--- config.mk ---
export PLATFORM = sky130hd
export DESIGN_NAME = text_console_writer_flat
export DESIGN_NICKNAME = d
export VERILOG_FILES = /design/src/sv/tcw_pkg.sv /design/src/sv/tcw_in_if.sv /design/src/sv/tcw_out_if.sv /design/src/sv/text_console_writer.sv /design/src/sv/tcw_bcd_cell.sv /design/src/flat_wrapper.sv
export SDC_FILE = /design/constraint.sdc
export NUM_CORES = 1
export LEC_CHECK = 0
export ABC_AREA = 0
export BUFFER_PORTS_ARGS = -buffer_cell sky130_fd_sc_hd__buf_2
export CAP_MARGIN = 40
export CELL_PAD_IN_SITES_DETAIL_PLACEMENT = 1
export CELL_PAD_IN_SITES_GLOBAL_PLACEMENT = 1
export CORE_MARGIN = 8
export CORE_UTILIZATION = 30
export DETAILED_ROUTE_END_ITERATION = 8
export GPL_ROUTABILITY_DRIVEN = 0
export HOLD_SLACK_MARGIN = 0.12
export PLACE_DENSITY = 0.6
export SLEW_MARGIN = 20
export SYNTH_ARGS = -nofsm -noshare
export SYNTH_HDL_FRONTEND = slang
export SYNTH_HIERARCHICAL = 1
export SYNTH_SLANG_ARGS = --single-unit
--- constraint.sdc ---
create_clock -name clk -period 3.87 [get_ports clk]
set_clock_uncertainty 0.05 [all_clocks]
set_input_delay 0.774 -clock clk [delete_from_list [all_inputs] [get_ports clk]]
set_output_delay 0.774 -clock clk [all_outputs]
set_load 0.02 [all_outputs]
--- src/sv/tcw_pkg.sv ---
// Shared widths, constants and cell operation codes for the text console writer.
package tcw_pkg;

    localparam int COL_W      = 7;
    localparam int ROW_W      = 5;
    localparam int ADDR_W     = 11;
    localparam int CHAR_W     = 8;
    localparam int NUM_W      = 32;
    localparam int DIGIT_W    = 4;
    localparam int MAX_DIGITS = 10;
    localparam int BITCNT_W   = $clog2(NUM_W);
    localparam int REMAIN_W   = $clog2(MAX_DIGITS + 1);

    localparam logic [CHAR_W-1:0] NEWLINE_CODE = 8'd10;
    localparam logic [CHAR_W-1:0] DIGIT_BASE   = 8'h30;

    localparam logic FUNC_CHAR   = 1'b0;
    localparam logic FUNC_NUMBER = 1'b1;

    typedef logic [1:0] cell_op_t;
    localparam cell_op_t OP_HOLD   = 2'd0;
    localparam cell_op_t OP_CLEAR  = 2'd1;
    localparam cell_op_t OP_DABBLE = 2'd2;
    localparam cell_op_t OP_SHIFT  = 2'd3;

    typedef logic [DIGIT_W-1:0] digit_t;

endpackage

--- src/sv/tcw_in_if.sv ---
// Input channel: one print request per transfer.
interface tcw_in_if;
    import tcw_pkg::*;

    logic              valid;
    logic              ready;
    logic              func;
    logic [CHAR_W-1:0] char_code;
    logic [NUM_W-1:0]  number;

    modport source (output valid, output func, output char_code, output number,
                    input ready);
    modport sink   (input valid, input func, input char_code, input number,
                    output ready);
endinterface

--- src/sv/tcw_out_if.sv ---
// Output channel: one screen cell write per transfer.
interface tcw_out_if;
    import tcw_pkg::*;

    logic              valid;
    logic              ready;
    logic [ADDR_W-1:0] cell_address;
    logic [CHAR_W-1:0] char_byte;
    logic              off_screen;
    logic              last;

    modport source (output valid, output cell_address, output char_byte,
                    output off_screen, output last, input ready);
    modport sink   (input valid, input cell_address, input char_byte,
                    input off_screen, input last, output ready);
endinterface

--- src/sv/text_console_writer.sv ---
// Top level: cursor keeping, character writes and decimal printing of numbers.
//
//  channel | dir | payload                                      | transfer when
//  in_ch   | in  | func, char_code, number                      | valid && ready
//  out_ch  | out | cell_address, char_byte, off_screen, last    | valid && ready
//
// A character is one cell write; a newline moves to the next row with no write.
// A number is loaded, shifted through the ten-cell BCD chain one bit per cycle,
// then its ten digits are shifted out one at a time, each written or skipped as
// a leading zero; a stalled sink holds the digit output.
// Reset clears the cursor, the sequencer state and the output valid flag.
// A stalled sink holds the current cell write; new input is taken only when the
// sequencer is idle and the output register is empty or draining.
module text_console_writer
    import tcw_pkg::*;
#(
    parameter int COLUMNS = 80,
    parameter int ROWS    = 25
)
(
    input  logic      clk,
    input  logic      rst_n,
    tcw_in_if.sink    in_ch,
    tcw_out_if.source out_ch
);

    localparam logic [1:0] S_IDLE = 2'd0;
    localparam logic [1:0] S_CONV = 2'd1;
    localparam logic [1:0] S_EMIT = 2'd2;

    localparam int IDX_W = ROW_W + COL_W + 1;

    logic [1:0]          state_reg, state_next;
    logic [COL_W-1:0]    col_reg, col_next;
    logic [ROW_W-1:0]    row_reg, row_next;
    logic [NUM_W-1:0]    bin_reg, bin_next;
    logic [BITCNT_W-1:0] bitcnt_reg, bitcnt_next;
    logic [REMAIN_W-1:0] remain_reg, remain_next;
    logic                started_reg, started_next;

    logic                out_valid_reg, out_valid_next;
    logic [ADDR_W-1:0]   addr_reg, addr_next;
    logic [CHAR_W-1:0]   byte_reg, byte_next;
    logic                off_reg, off_next;
    logic                last_reg, last_next;

    // BCD chain wiring
    cell_op_t cell_op;
    logic     carry_w [MAX_DIGITS];
    digit_t   digit_w [MAX_DIGITS];

    genvar g;
    generate
        for (g = 0; g < MAX_DIGITS; g++)
        begin : g_cell
            if (g == 0)
            begin : g_first
                tcw_bcd_cell u_cell (
                    .clk       (clk),
                    .rst_n     (rst_n),
                    .op        (cell_op),
                    .bit_in    (bin_reg[NUM_W-1]),
                    .bit_out   (carry_w[g]),
                    .digit_in  ('0),
                    .digit_out (digit_w[g])
                );
            end
            else
            begin : g_rest
                tcw_bcd_cell u_cell (
                    .clk       (clk),
                    .rst_n     (rst_n),
                    .op        (cell_op),
                    .bit_in    (carry_w[g-1]),
                    .bit_out   (carry_w[g]),
                    .digit_in  (digit_w[g-1]),
                    .digit_out (digit_w[g])
                );
            end
        end
    endgenerate

    // handshake
    logic in_fire, out_free, top_zero, skip_zero, emit_fire;

    assign out_free  = !out_valid_reg || out_ch.ready;
    assign in_ch.ready = (state_reg == S_IDLE) && out_free;
    assign in_fire   = in_ch.valid && in_ch.ready;
    assign top_zero  = (digit_w[MAX_DIGITS-1] == '0);
    // leading zeros leave the chain without a write; zeros after the first
    // written digit and the final digit always write
    assign skip_zero = (state_reg == S_EMIT) && !started_reg && top_zero
                       && (remain_reg > REMAIN_W'(1));
    assign emit_fire = (state_reg == S_EMIT) && !skip_zero && out_free;

    // cell write at the cursor
    logic              wr_do;
    logic [CHAR_W-1:0] wr_byte;
    logic              wr_last;
    logic              wr_off;
    logic [IDX_W-1:0]  cell_index;
    logic [COL_W:0]    col_adv;

    assign wr_off     = (row_reg >= ROW_W'(ROWS));
    assign cell_index = IDX_W'(row_reg) * IDX_W'(COLUMNS) + IDX_W'(col_reg);
    assign col_adv    = {1'b0, col_reg} + (COL_W+1)'(1);

    always_comb
    begin
        wr_do   = 1'b0;
        wr_byte = in_ch.char_code;
        wr_last = 1'b1;
        if (in_fire && (in_ch.func == FUNC_CHAR) && (in_ch.char_code != NEWLINE_CODE))
        begin
            wr_do = 1'b1;
        end
        else if (emit_fire)
        begin
            wr_do   = 1'b1;
            wr_byte = DIGIT_BASE | CHAR_W'(digit_w[MAX_DIGITS-1]);
            wr_last = (remain_reg == REMAIN_W'(1));
        end
    end

    // cursor
    always_comb
    begin
        col_next = col_reg;
        row_next = row_reg;
        if (in_fire && (in_ch.func == FUNC_CHAR) && (in_ch.char_code == NEWLINE_CODE))
        begin
            col_next = '0;
            if (!wr_off)
            begin
                row_next = row_reg + ROW_W'(1);
            end
        end
        else if (wr_do && !wr_off)
        begin
            if (col_adv >= (COL_W+1)'(COLUMNS))
            begin
                col_next = '0;
                row_next = row_reg + ROW_W'(1);
            end
            else
            begin
                col_next = col_adv[COL_W-1:0];
            end
        end
    end

    // output register
    always_comb
    begin
        out_valid_next = out_valid_reg && !out_ch.ready;
        addr_next      = addr_reg;
        byte_next      = byte_reg;
        off_next       = off_reg;
        last_next      = last_reg;
        if (wr_do)
        begin
            out_valid_next = 1'b1;
            addr_next      = wr_off ? '0 : cell_index[ADDR_W-1:0];
            byte_next      = wr_byte;
            off_next       = wr_off;
            last_next      = wr_last;
        end
    end

    // sequencer
    always_comb
    begin
        state_next   = state_reg;
        bin_next     = bin_reg;
        bitcnt_next  = bitcnt_reg;
        remain_next  = remain_reg;
        started_next = started_reg;
        cell_op      = OP_HOLD;
        case (state_reg)
            S_IDLE:
            begin
                if (in_fire && (in_ch.func == FUNC_NUMBER))
                begin
                    cell_op      = OP_CLEAR;
                    bin_next     = in_ch.number;
                    bitcnt_next  = '0;
                    started_next = 1'b0;
                    state_next   = S_CONV;
                end
            end
            S_CONV:
            begin
                cell_op     = OP_DABBLE;
                bin_next    = {bin_reg[NUM_W-2:0], 1'b0};
                bitcnt_next = bitcnt_reg + BITCNT_W'(1);
                if (bitcnt_reg == '1)
                begin
                    remain_next = REMAIN_W'(MAX_DIGITS);
                    state_next  = S_EMIT;
                end
            end
            S_EMIT:
            begin
                if (skip_zero || emit_fire)
                begin
                    cell_op     = OP_SHIFT;
                    remain_next = remain_reg - REMAIN_W'(1);
                    if (emit_fire)
                    begin
                        started_next = 1'b1;
                    end
                    if (emit_fire && (remain_reg == REMAIN_W'(1)))
                    begin
                        state_next = S_IDLE;
                    end
                end
            end
            default:
            begin
                state_next = S_IDLE;
            end
        endcase
    end

    always_ff @(posedge clk or negedge rst_n)
    begin
        if (!rst_n)
        begin
            state_reg     <= S_IDLE;
            col_reg       <= '0;
            row_reg       <= '0;
            bitcnt_reg    <= '0;
            remain_reg    <= '0;
            started_reg   <= 1'b0;
            out_valid_reg <= 1'b0;
        end
        else
        begin
            state_reg     <= state_next;
            col_reg       <= col_next;
            row_reg       <= row_next;
            bitcnt_reg    <= bitcnt_next;
            remain_reg    <= remain_next;
            started_reg   <= started_next;
            out_valid_reg <= out_valid_next;
        end
    end

    always_ff @(posedge clk)
    begin
        bin_reg  <= bin_next;
        addr_reg <= addr_next;
        byte_reg <= byte_next;
        off_reg  <= off_next;
        last_reg <= last_next;
    end

    assign out_ch.valid        = out_valid_reg;
    assign out_ch.cell_address = addr_reg;
    assign out_ch.char_byte    = byte_reg;
    assign out_ch.off_screen   = off_reg;
    assign out_ch.last         = last_reg;

    // checks
    a_cursor_bounds: assert property (@(posedge clk) disable iff (!rst_n)
        (row_reg <= ROW_W'(ROWS)) && ({1'b0, col_reg} < (COL_W+1)'(COLUMNS)))
        else $error("cursor out of range");

    a_off_addr: assert property (@(posedge clk) disable iff (!rst_n)
        (out_valid_reg && off_reg) |-> (addr_reg == '0))
        else $error("suppressed write carries an address");

    a_busy_no_input: assert property (@(posedge clk) disable iff (!rst_n)
        (state_reg != S_IDLE) |-> !in_ch.ready)
        else $error("input taken while number in progress");

    a_emit_count: assert property (@(posedge clk) disable iff (!rst_n)
        (state_reg == S_EMIT) |-> (remain_reg != '0))
        else $error("digit count ran out while emitting");

endmodule

--- src/sv/tcw_bcd_cell.sv ---
// One BCD digit cell of the double-dabble chain; also shifts digits out MSD first.
module tcw_bcd_cell
    import tcw_pkg::*;
(
    input  logic     clk,
    input  logic     rst_n,
    input  cell_op_t op,
    input  logic     bit_in,     // binary bit from lower neighbor
    output logic     bit_out,    // carry into upper neighbor
    input  digit_t   digit_in,   // digit from lower neighbor
    output digit_t   digit_out
);

    digit_t digit_reg;
    digit_t digit_next;
    digit_t adjusted;

    // add 3 before the shift when the digit would overflow past 9
    assign adjusted  = (digit_reg >= digit_t'(5)) ? digit_reg + digit_t'(3) : digit_reg;
    assign bit_out   = adjusted[DIGIT_W-1];
    assign digit_out = digit_reg;

    always_comb
    begin
        case (op)
            OP_HOLD:   digit_next = digit_reg;
            OP_CLEAR:  digit_next = '0;
            OP_DABBLE: digit_next = {adjusted[DIGIT_W-2:0], bit_in};
            OP_SHIFT:  digit_next = digit_in;
            default:   digit_next = digit_reg;
        endcase
    end

    always_ff @(posedge clk or negedge rst_n)
    begin
        if (!rst_n)
        begin
            digit_reg <= '0;
        end
        else
        begin
            digit_reg <= digit_next;
        end
    end

endmodule
--- src/flat_wrapper.sv ---
// flat-port wrapper written by rule: the top's interface ports become plain ports
module text_console_writer_flat import tcw_pkg::*;
#(
    parameter int COLUMNS = 80,
    parameter int ROWS    = 25
)
  (clk, rst_n, in_ch_valid, in_ch_func, in_ch_char_code, in_ch_number, in_ch_ready, out_ch_valid, out_ch_cell_address, out_ch_char_byte, out_ch_off_screen, out_ch_last, out_ch_ready);
  tcw_in_if in_ch_i ();
  tcw_out_if out_ch_i ();
  input  logic clk;
  input  logic rst_n;
  input wire logic [$bits(in_ch_i.valid)-1:0] in_ch_valid;
  input wire logic [$bits(in_ch_i.func)-1:0] in_ch_func;
  input wire logic [$bits(in_ch_i.char_code)-1:0] in_ch_char_code;
  input wire logic [$bits(in_ch_i.number)-1:0] in_ch_number;
  output wire logic [$bits(in_ch_i.ready)-1:0] in_ch_ready;
  output wire logic [$bits(out_ch_i.valid)-1:0] out_ch_valid;
  output wire logic [$bits(out_ch_i.cell_address)-1:0] out_ch_cell_address;
  output wire logic [$bits(out_ch_i.char_byte)-1:0] out_ch_char_byte;
  output wire logic [$bits(out_ch_i.off_screen)-1:0] out_ch_off_screen;
  output wire logic [$bits(out_ch_i.last)-1:0] out_ch_last;
  input wire logic [$bits(out_ch_i.ready)-1:0] out_ch_ready;
  assign in_ch_i.valid = in_ch_valid;
  assign in_ch_i.func = in_ch_func;
  assign in_ch_i.char_code = in_ch_char_code;
  assign in_ch_i.number = in_ch_number;
  assign in_ch_ready = in_ch_i.ready;
  assign out_ch_valid = out_ch_i.valid;
  assign out_ch_cell_address = out_ch_i.cell_address;
  assign out_ch_char_byte = out_ch_i.char_byte;
  assign out_ch_off_screen = out_ch_i.off_screen;
  assign out_ch_last = out_ch_i.last;
  assign out_ch_i.ready = out_ch_ready;
  text_console_writer #(.COLUMNS(COLUMNS), .ROWS(ROWS)) u_core (.clk(clk), .rst_n(rst_n), .in_ch(in_ch_i), .out_ch(out_ch_i));
endmodule
## After elaboration in Yosys (flattened, before gate mapping)

Cells that the tools add are included.

- Bits in registers: 118
- Input bits: 45
- Output and inout port bits: 23
- Word-level logic and storage cells: 155

- Add/subtract/negate cells: 15
- $mul: 1
- Magnitude comparators: 13
- Equality and inequality tests: 15
- Mux-type cells: 51
- Bitwise logic cells: 2
- Reduce and logical (&&, ||, !) cells: 36

Operators by type and width:

| kind | number |
|---|---|
| one-hot mux 4 bit (3 select lines) | 9 |
| one-hot mux 32 bit (2 select lines) | 1 |
| 2-to-1 mux 4 bit | 11 |
| >= comparator 4 x 3 -> 1 bit, second input constant | 10 |
| adder 4 x 2 -> 4 bit, second input constant | 9 |
| 2-to-1 mux 32 bit | 1 |
| 2-to-1 mux 5 bit | 5 |
| 2-to-1 mux 7 bit | 3 |
| 2-to-1 mux 8 bit | 2 |
| one-hot mux 4 bit (2 select lines) | 2 |
| logical AND 1 bit | 14 |
| one-hot mux 2 bit (3 select lines) | 2 |
| adder 11 x 7 -> 11 bit | 1 |
| adder 5 x 1 -> 5 bit, second input constant | 2 |
| 2-to-1 mux 2 bit | 5 |
| one-hot mux 5 bit (2 select lines) | 1 |
| nonzero test 2 bit | 5 |
| adder 7 x 1 -> 8 bit, second input constant | 1 |
| equality test 8 x 4 -> 1 bit, second input constant | 1 |
| >= comparator 8 x 7 -> 1 bit, second input constant | 1 |
| inequality test 2 bit, second input constant | 4 |
| inequality test 8 x 4 -> 1 bit, second input constant | 1 |
| AND reduction 4 bit | 2 |
| multiplier 5 x 3 -> 7 bit, second input constant | 1 |
| 20 further kinds | 39 |

## Logic depth before layout (Yosys ltp)

- Depth after elaboration: 13
- Depth in mapped cells: 9
- Depth with buffers taken out: 9

## By module

The synthesis kept the hierarchy.

By module, submodules not included:

| module | instances | cells each | area an instance (sq um) |
|---|---|---|---|
| text_console_writer | 1 | 367 | 3892.5 |
| tcw_bcd_cell | 10 | 32 | 284.0 |

## Least setup slack after synthesis

No wires, ideal clock.

- Path type: input port to flip-flop
- Start point: in out_ch_ready
- End point: reg u_core.g_cell[1].g_rest.u_cell.digit_reg[0]
- Arrival time: 3063 ps
- Path slack: 631 ps
- Stages: 6
- Path buffers: 1
- Cells stage by stage: nand2b_1 > buf_2 > o21ai_1 > nand2_1 > mux2_2 > a22o_1

- Word-level cells in the longest chain between the ends: 8

RTL lines:

| item | line | RTL |
|---|---|---|
| start: declaration | flat_wrapper.sv:22 | `input wire logic [$bits(out_ch_i.ready)-1:0] out_ch_ready;` |
| logical OR 1 bit * | text_console_writer.sv:86 | `assign out_free = !out_valid_reg \|\| out_ch.ready;` |
| logical AND 1 bit | text_console_writer.sv:87 | `assign in_ch.ready = (state_reg == S_IDLE) && out_free;` |
| logical AND 1 bit | text_console_writer.sv:88 | `assign in_fire = in_ch.valid && in_ch.ready;` |
| logical AND 1 bit | text_console_writer.sv:182 | `if (in_fire && (in_ch.func == FUNC_NUMBER))` |
| 2-to-1 mux 1 bit | text_console_writer.sv:182 |  |
| one-hot mux 2 bit (3 select lines) * | text_console_writer.sv:179 | `case (state_reg)` |
| via u_core.cell_op[0] | text_console_writer.sv:48 | `cell_op_t cell_op;` |
| equality test 2 bit / equality test 2 x 1 -> 1 bit (equally long branches) | tcw_bcd_cell.sv:25 | `case (op)` |
| one-hot mux 4 bit (3 select lines) | tcw_bcd_cell.sv:25 |  |
| end signal: assignment | tcw_bcd_cell.sv:42 | `digit_reg <= digit_next;` |
| end: declaration | tcw_bcd_cell.sv:14 | `digit_t digit_reg;` |

Mark *: on every way through the listed nets, which the timed path passes. The rest lies on a longest branch.
A chain may end at the register's enable or synchronous reset.

## Worst setup path after layout

- Start point: reg u_core.remain_reg[0]
- End point: reg u_core.g_cell[6].g_rest.u_cell.digit_reg[3]

- Word-level cells in the longest chain between the ends: 10

RTL lines:

| item | line | RTL |
|---|---|---|
| start: declaration | text_console_writer.sv:38 | `logic [REMAIN_W-1:0] remain_reg, remain_next;` |
| start signal: assignment | text_console_writer.sv:243 | `remain_reg <= remain_next;` |
| greater-than comparator 4 x 1 -> 1 bit * | text_console_writer.sv:93 | `&& (remain_reg > REMAIN_W'(1));` |
| logical AND 1 bit * | text_console_writer.sv:93 |  |
| logical NOT 1 bit | text_console_writer.sv:94 | `assign emit_fire = (state_reg == S_EMIT) && !skip_zero && out_free;` |
| logical AND 1 bit (2 in series) | text_console_writer.sv:94 |  |
| logical OR 1 bit * | text_console_writer.sv:204 | `if (skip_zero \|\| emit_fire)` |
| 2-to-1 mux 2 bit * | text_console_writer.sv:204 |  |
| one-hot mux 2 bit (3 select lines) * | text_console_writer.sv:179 |  |
| via u_core.cell_op[1] | text_console_writer.sv:48 |  |
| equality test 2 bit / equality test 2 x 1 -> 1 bit (equally long branches) | tcw_bcd_cell.sv:25 |  |
| one-hot mux 4 bit (3 select lines) | tcw_bcd_cell.sv:25 |  |
| end signal: assignment | tcw_bcd_cell.sv:42 |  |
| end: declaration | tcw_bcd_cell.sv:14 |  |

Marked as above.

==> results.sh <==
export IMPL_hold_violations=0
export IMPL_rsz0062_at_grt="no"
export IMPL_cts_setup_buffers=0
export IMPL_largest_register_ffs=36
export IMPL_rr_startpoint="u_core/remain_reg[0]"
export IMPL_die_h_um=166
export IMPL_cts_tree="built"
export IMPL_clock_latency_ns=0.42
export IMPL_dr_first_iter_drc_count=164
export IMPL_endpoint="u_core/g_cell[6].g_rest.u_cell/digit_out[3]"
export IMPL_worstPathArrival_ns=3.03
export IMPL_grt_first_pass_wirelength_um=28400
export IMPL_avgSynthCellArea_um2=9.83
export IMPL_reg2reg_to="u_core/g_cell[6].g_rest.u_cell/digit_out[3]"
export IMPL_syn_cell_area_um2=6710
export IMPL_vias=5316
export IMPL_cp_start_kind="flop"
export IMPL_grt_usage=0.127
export IMPL_antenna_found_initial=0
export IMPL_cts_hold_fix_buffers=0
export IMPL_reg2reg_slack_ns=1.08
export IMPL_cp_end_kind="flop"
export IMPL_setup_violations=0
export IMPL_grt_start_max_net_pins=71
export IMPL_drv_cap=0
export IMPL_diodes=0
export IMPL_fmax_mhz=359
export IMPL_postRouteAntennaNets=0
export IMPL_nets=851
export IMPL_post_route_cell_area_um2=8030
export IMPL_clock_sinks=118
export IMPL_criticalPathCategory="flop to flop"
export IMPL_drcViolationCount=0
export IMPL_ioPinCount=68
export IMPL_die_area_um2=27400
export IMPL_syn_inst=683
export IMPL_maxSlewHeadroom=0.573
export IMPL_p_leak_uw=0.00365
export IMPL_mostFrequentLayoutCells="nand2_1 (158), buf_2 (67), dfrtp_1 (65), edfxtp_1 (53), o21ai_0 (43)"
export IMPL_die_w_um=166
export IMPL_port_buffer_count=67
export IMPL_hold_path_class="primary input to async pin"
export IMPL_post_cts_resized=0
export IMPL_htreeDepth=4
export IMPL_detail_route_vias_per_cell=5.01
export IMPL_routedWlPerCell_um=15.7
export IMPL_cp_max_fo=70
export IMPL_core_um2=21900
export IMPL_place_area_um2=7460
export IMPL_drv_slew=0
export IMPL_powerDensity_nw_per_um2=715
export IMPL_period_needed_ns=2.79
export IMPL_clkTransAtPathRegs_ns=0.06
export IMPL_firstDrtPassIters=4
export IMPL_yosys_warnings=6
export IMPL_fin_crit_sh=0.720
export IMPL_outcome="finished clean"
export IMPL_reg2reg_depth=9
export IMPL_cts_inserted_buffers=17
export IMPL_drt_wl_total_um=16600
export IMPL_hpwlAfterDp_um=11800
export IMPL_fin_setup_tns_ns=0
export IMPL_worstMarginPinSlew_ns=0.634
export IMPL_drive_above_1_share=0.204
export IMPL_grt_ovfl_total=0
export IMPL_startpoint="u_core/remain_reg[0]"
export IMPL_clockBufferDepth=2
export IMPL_ir_drop_mv=0.288
export IMPL_start_util=0.307
export IMPL_worstPathRequired_ns=4.11
export IMPL_final_common_cell="nand2_1"
export IMPL_clock_root_buffer="clkbuf_16"
export IMPL_area_growth_pct=19.7
export IMPL_row_count=54
export IMPL_grt_pass1_vias=5701
-- final cells by class --
class	count	area (um2)
clock buffers	17	425
clock inverters	15	146
fillers	2535	13900
inverters	38	143
multi-input cells	515	3310
flip-flops and latches	118	3220
well taps	280	350
repair buffers	78	443
-- stage by stage --
step                hold WS (ns)  setup slack [ns]  power [uW]  cells  utilization
global route               0.207             0.849        6220   1061        0.367
CTS                        0.193              1.06        5850   1061        0.367
detailed placement         0.445              1.07        4240   1029        0.341
finish                     0.207              1.08        5740   1061        0.367
floorplan                  0.400             0.631        3680    686            -
global placement           0.431              1.09        4090   1028        0.340
-- per-layer routing --
layer,part of all wire,up-vias,track usage
met5,0,-,0
met4,0.015,0,0.0483
met3,0.030,16,0.0245
met2,0.50,71,0.220
met1,0.45,2646,0.153
li1,-,2583,-
-- worst min path at each step --
stage / to / slack [ns] / cells after the start
final: u_core/g_cell[5].g_rest.u_cell/digit_out[0] / 0.21 / 1
after global placement: u_core/remain_reg[3] / 0.43 / 1
after global routing: u_core/g_cell[5].g_rest.u_cell/digit_out[3] / 0.21 / 1
after detailed placement: u_core/remain_reg[3] / 0.44 / 1
after CTS: u_core/g_cell[5].g_rest.u_cell/digit_out[3] / 0.19 / 1
after floorplan: u_core/remain_reg[3] / 0.40 / 1
-- worst max-delay path, cell delays in order, from the launching register on --
cell	delay, ns
dfrtp_1	0.42
inv_1	0.06
ha_1	0.21
or2_0	0.25
a211oi_2	0.28
o21ai_1	0.23
nand2_1	0.13
buf_4	0.50
o21ai_0	0.19
a32o_1	0.31
-- where the power goes --
group	switching [uW]	leakage (uW)	internal [uW]
combinational	1080	0.00203	897
sequential	377	0.00134	1840
clock	649	0.000274	899
total	2110	0.00365	3630
Power figures use the tool's default switching activity.
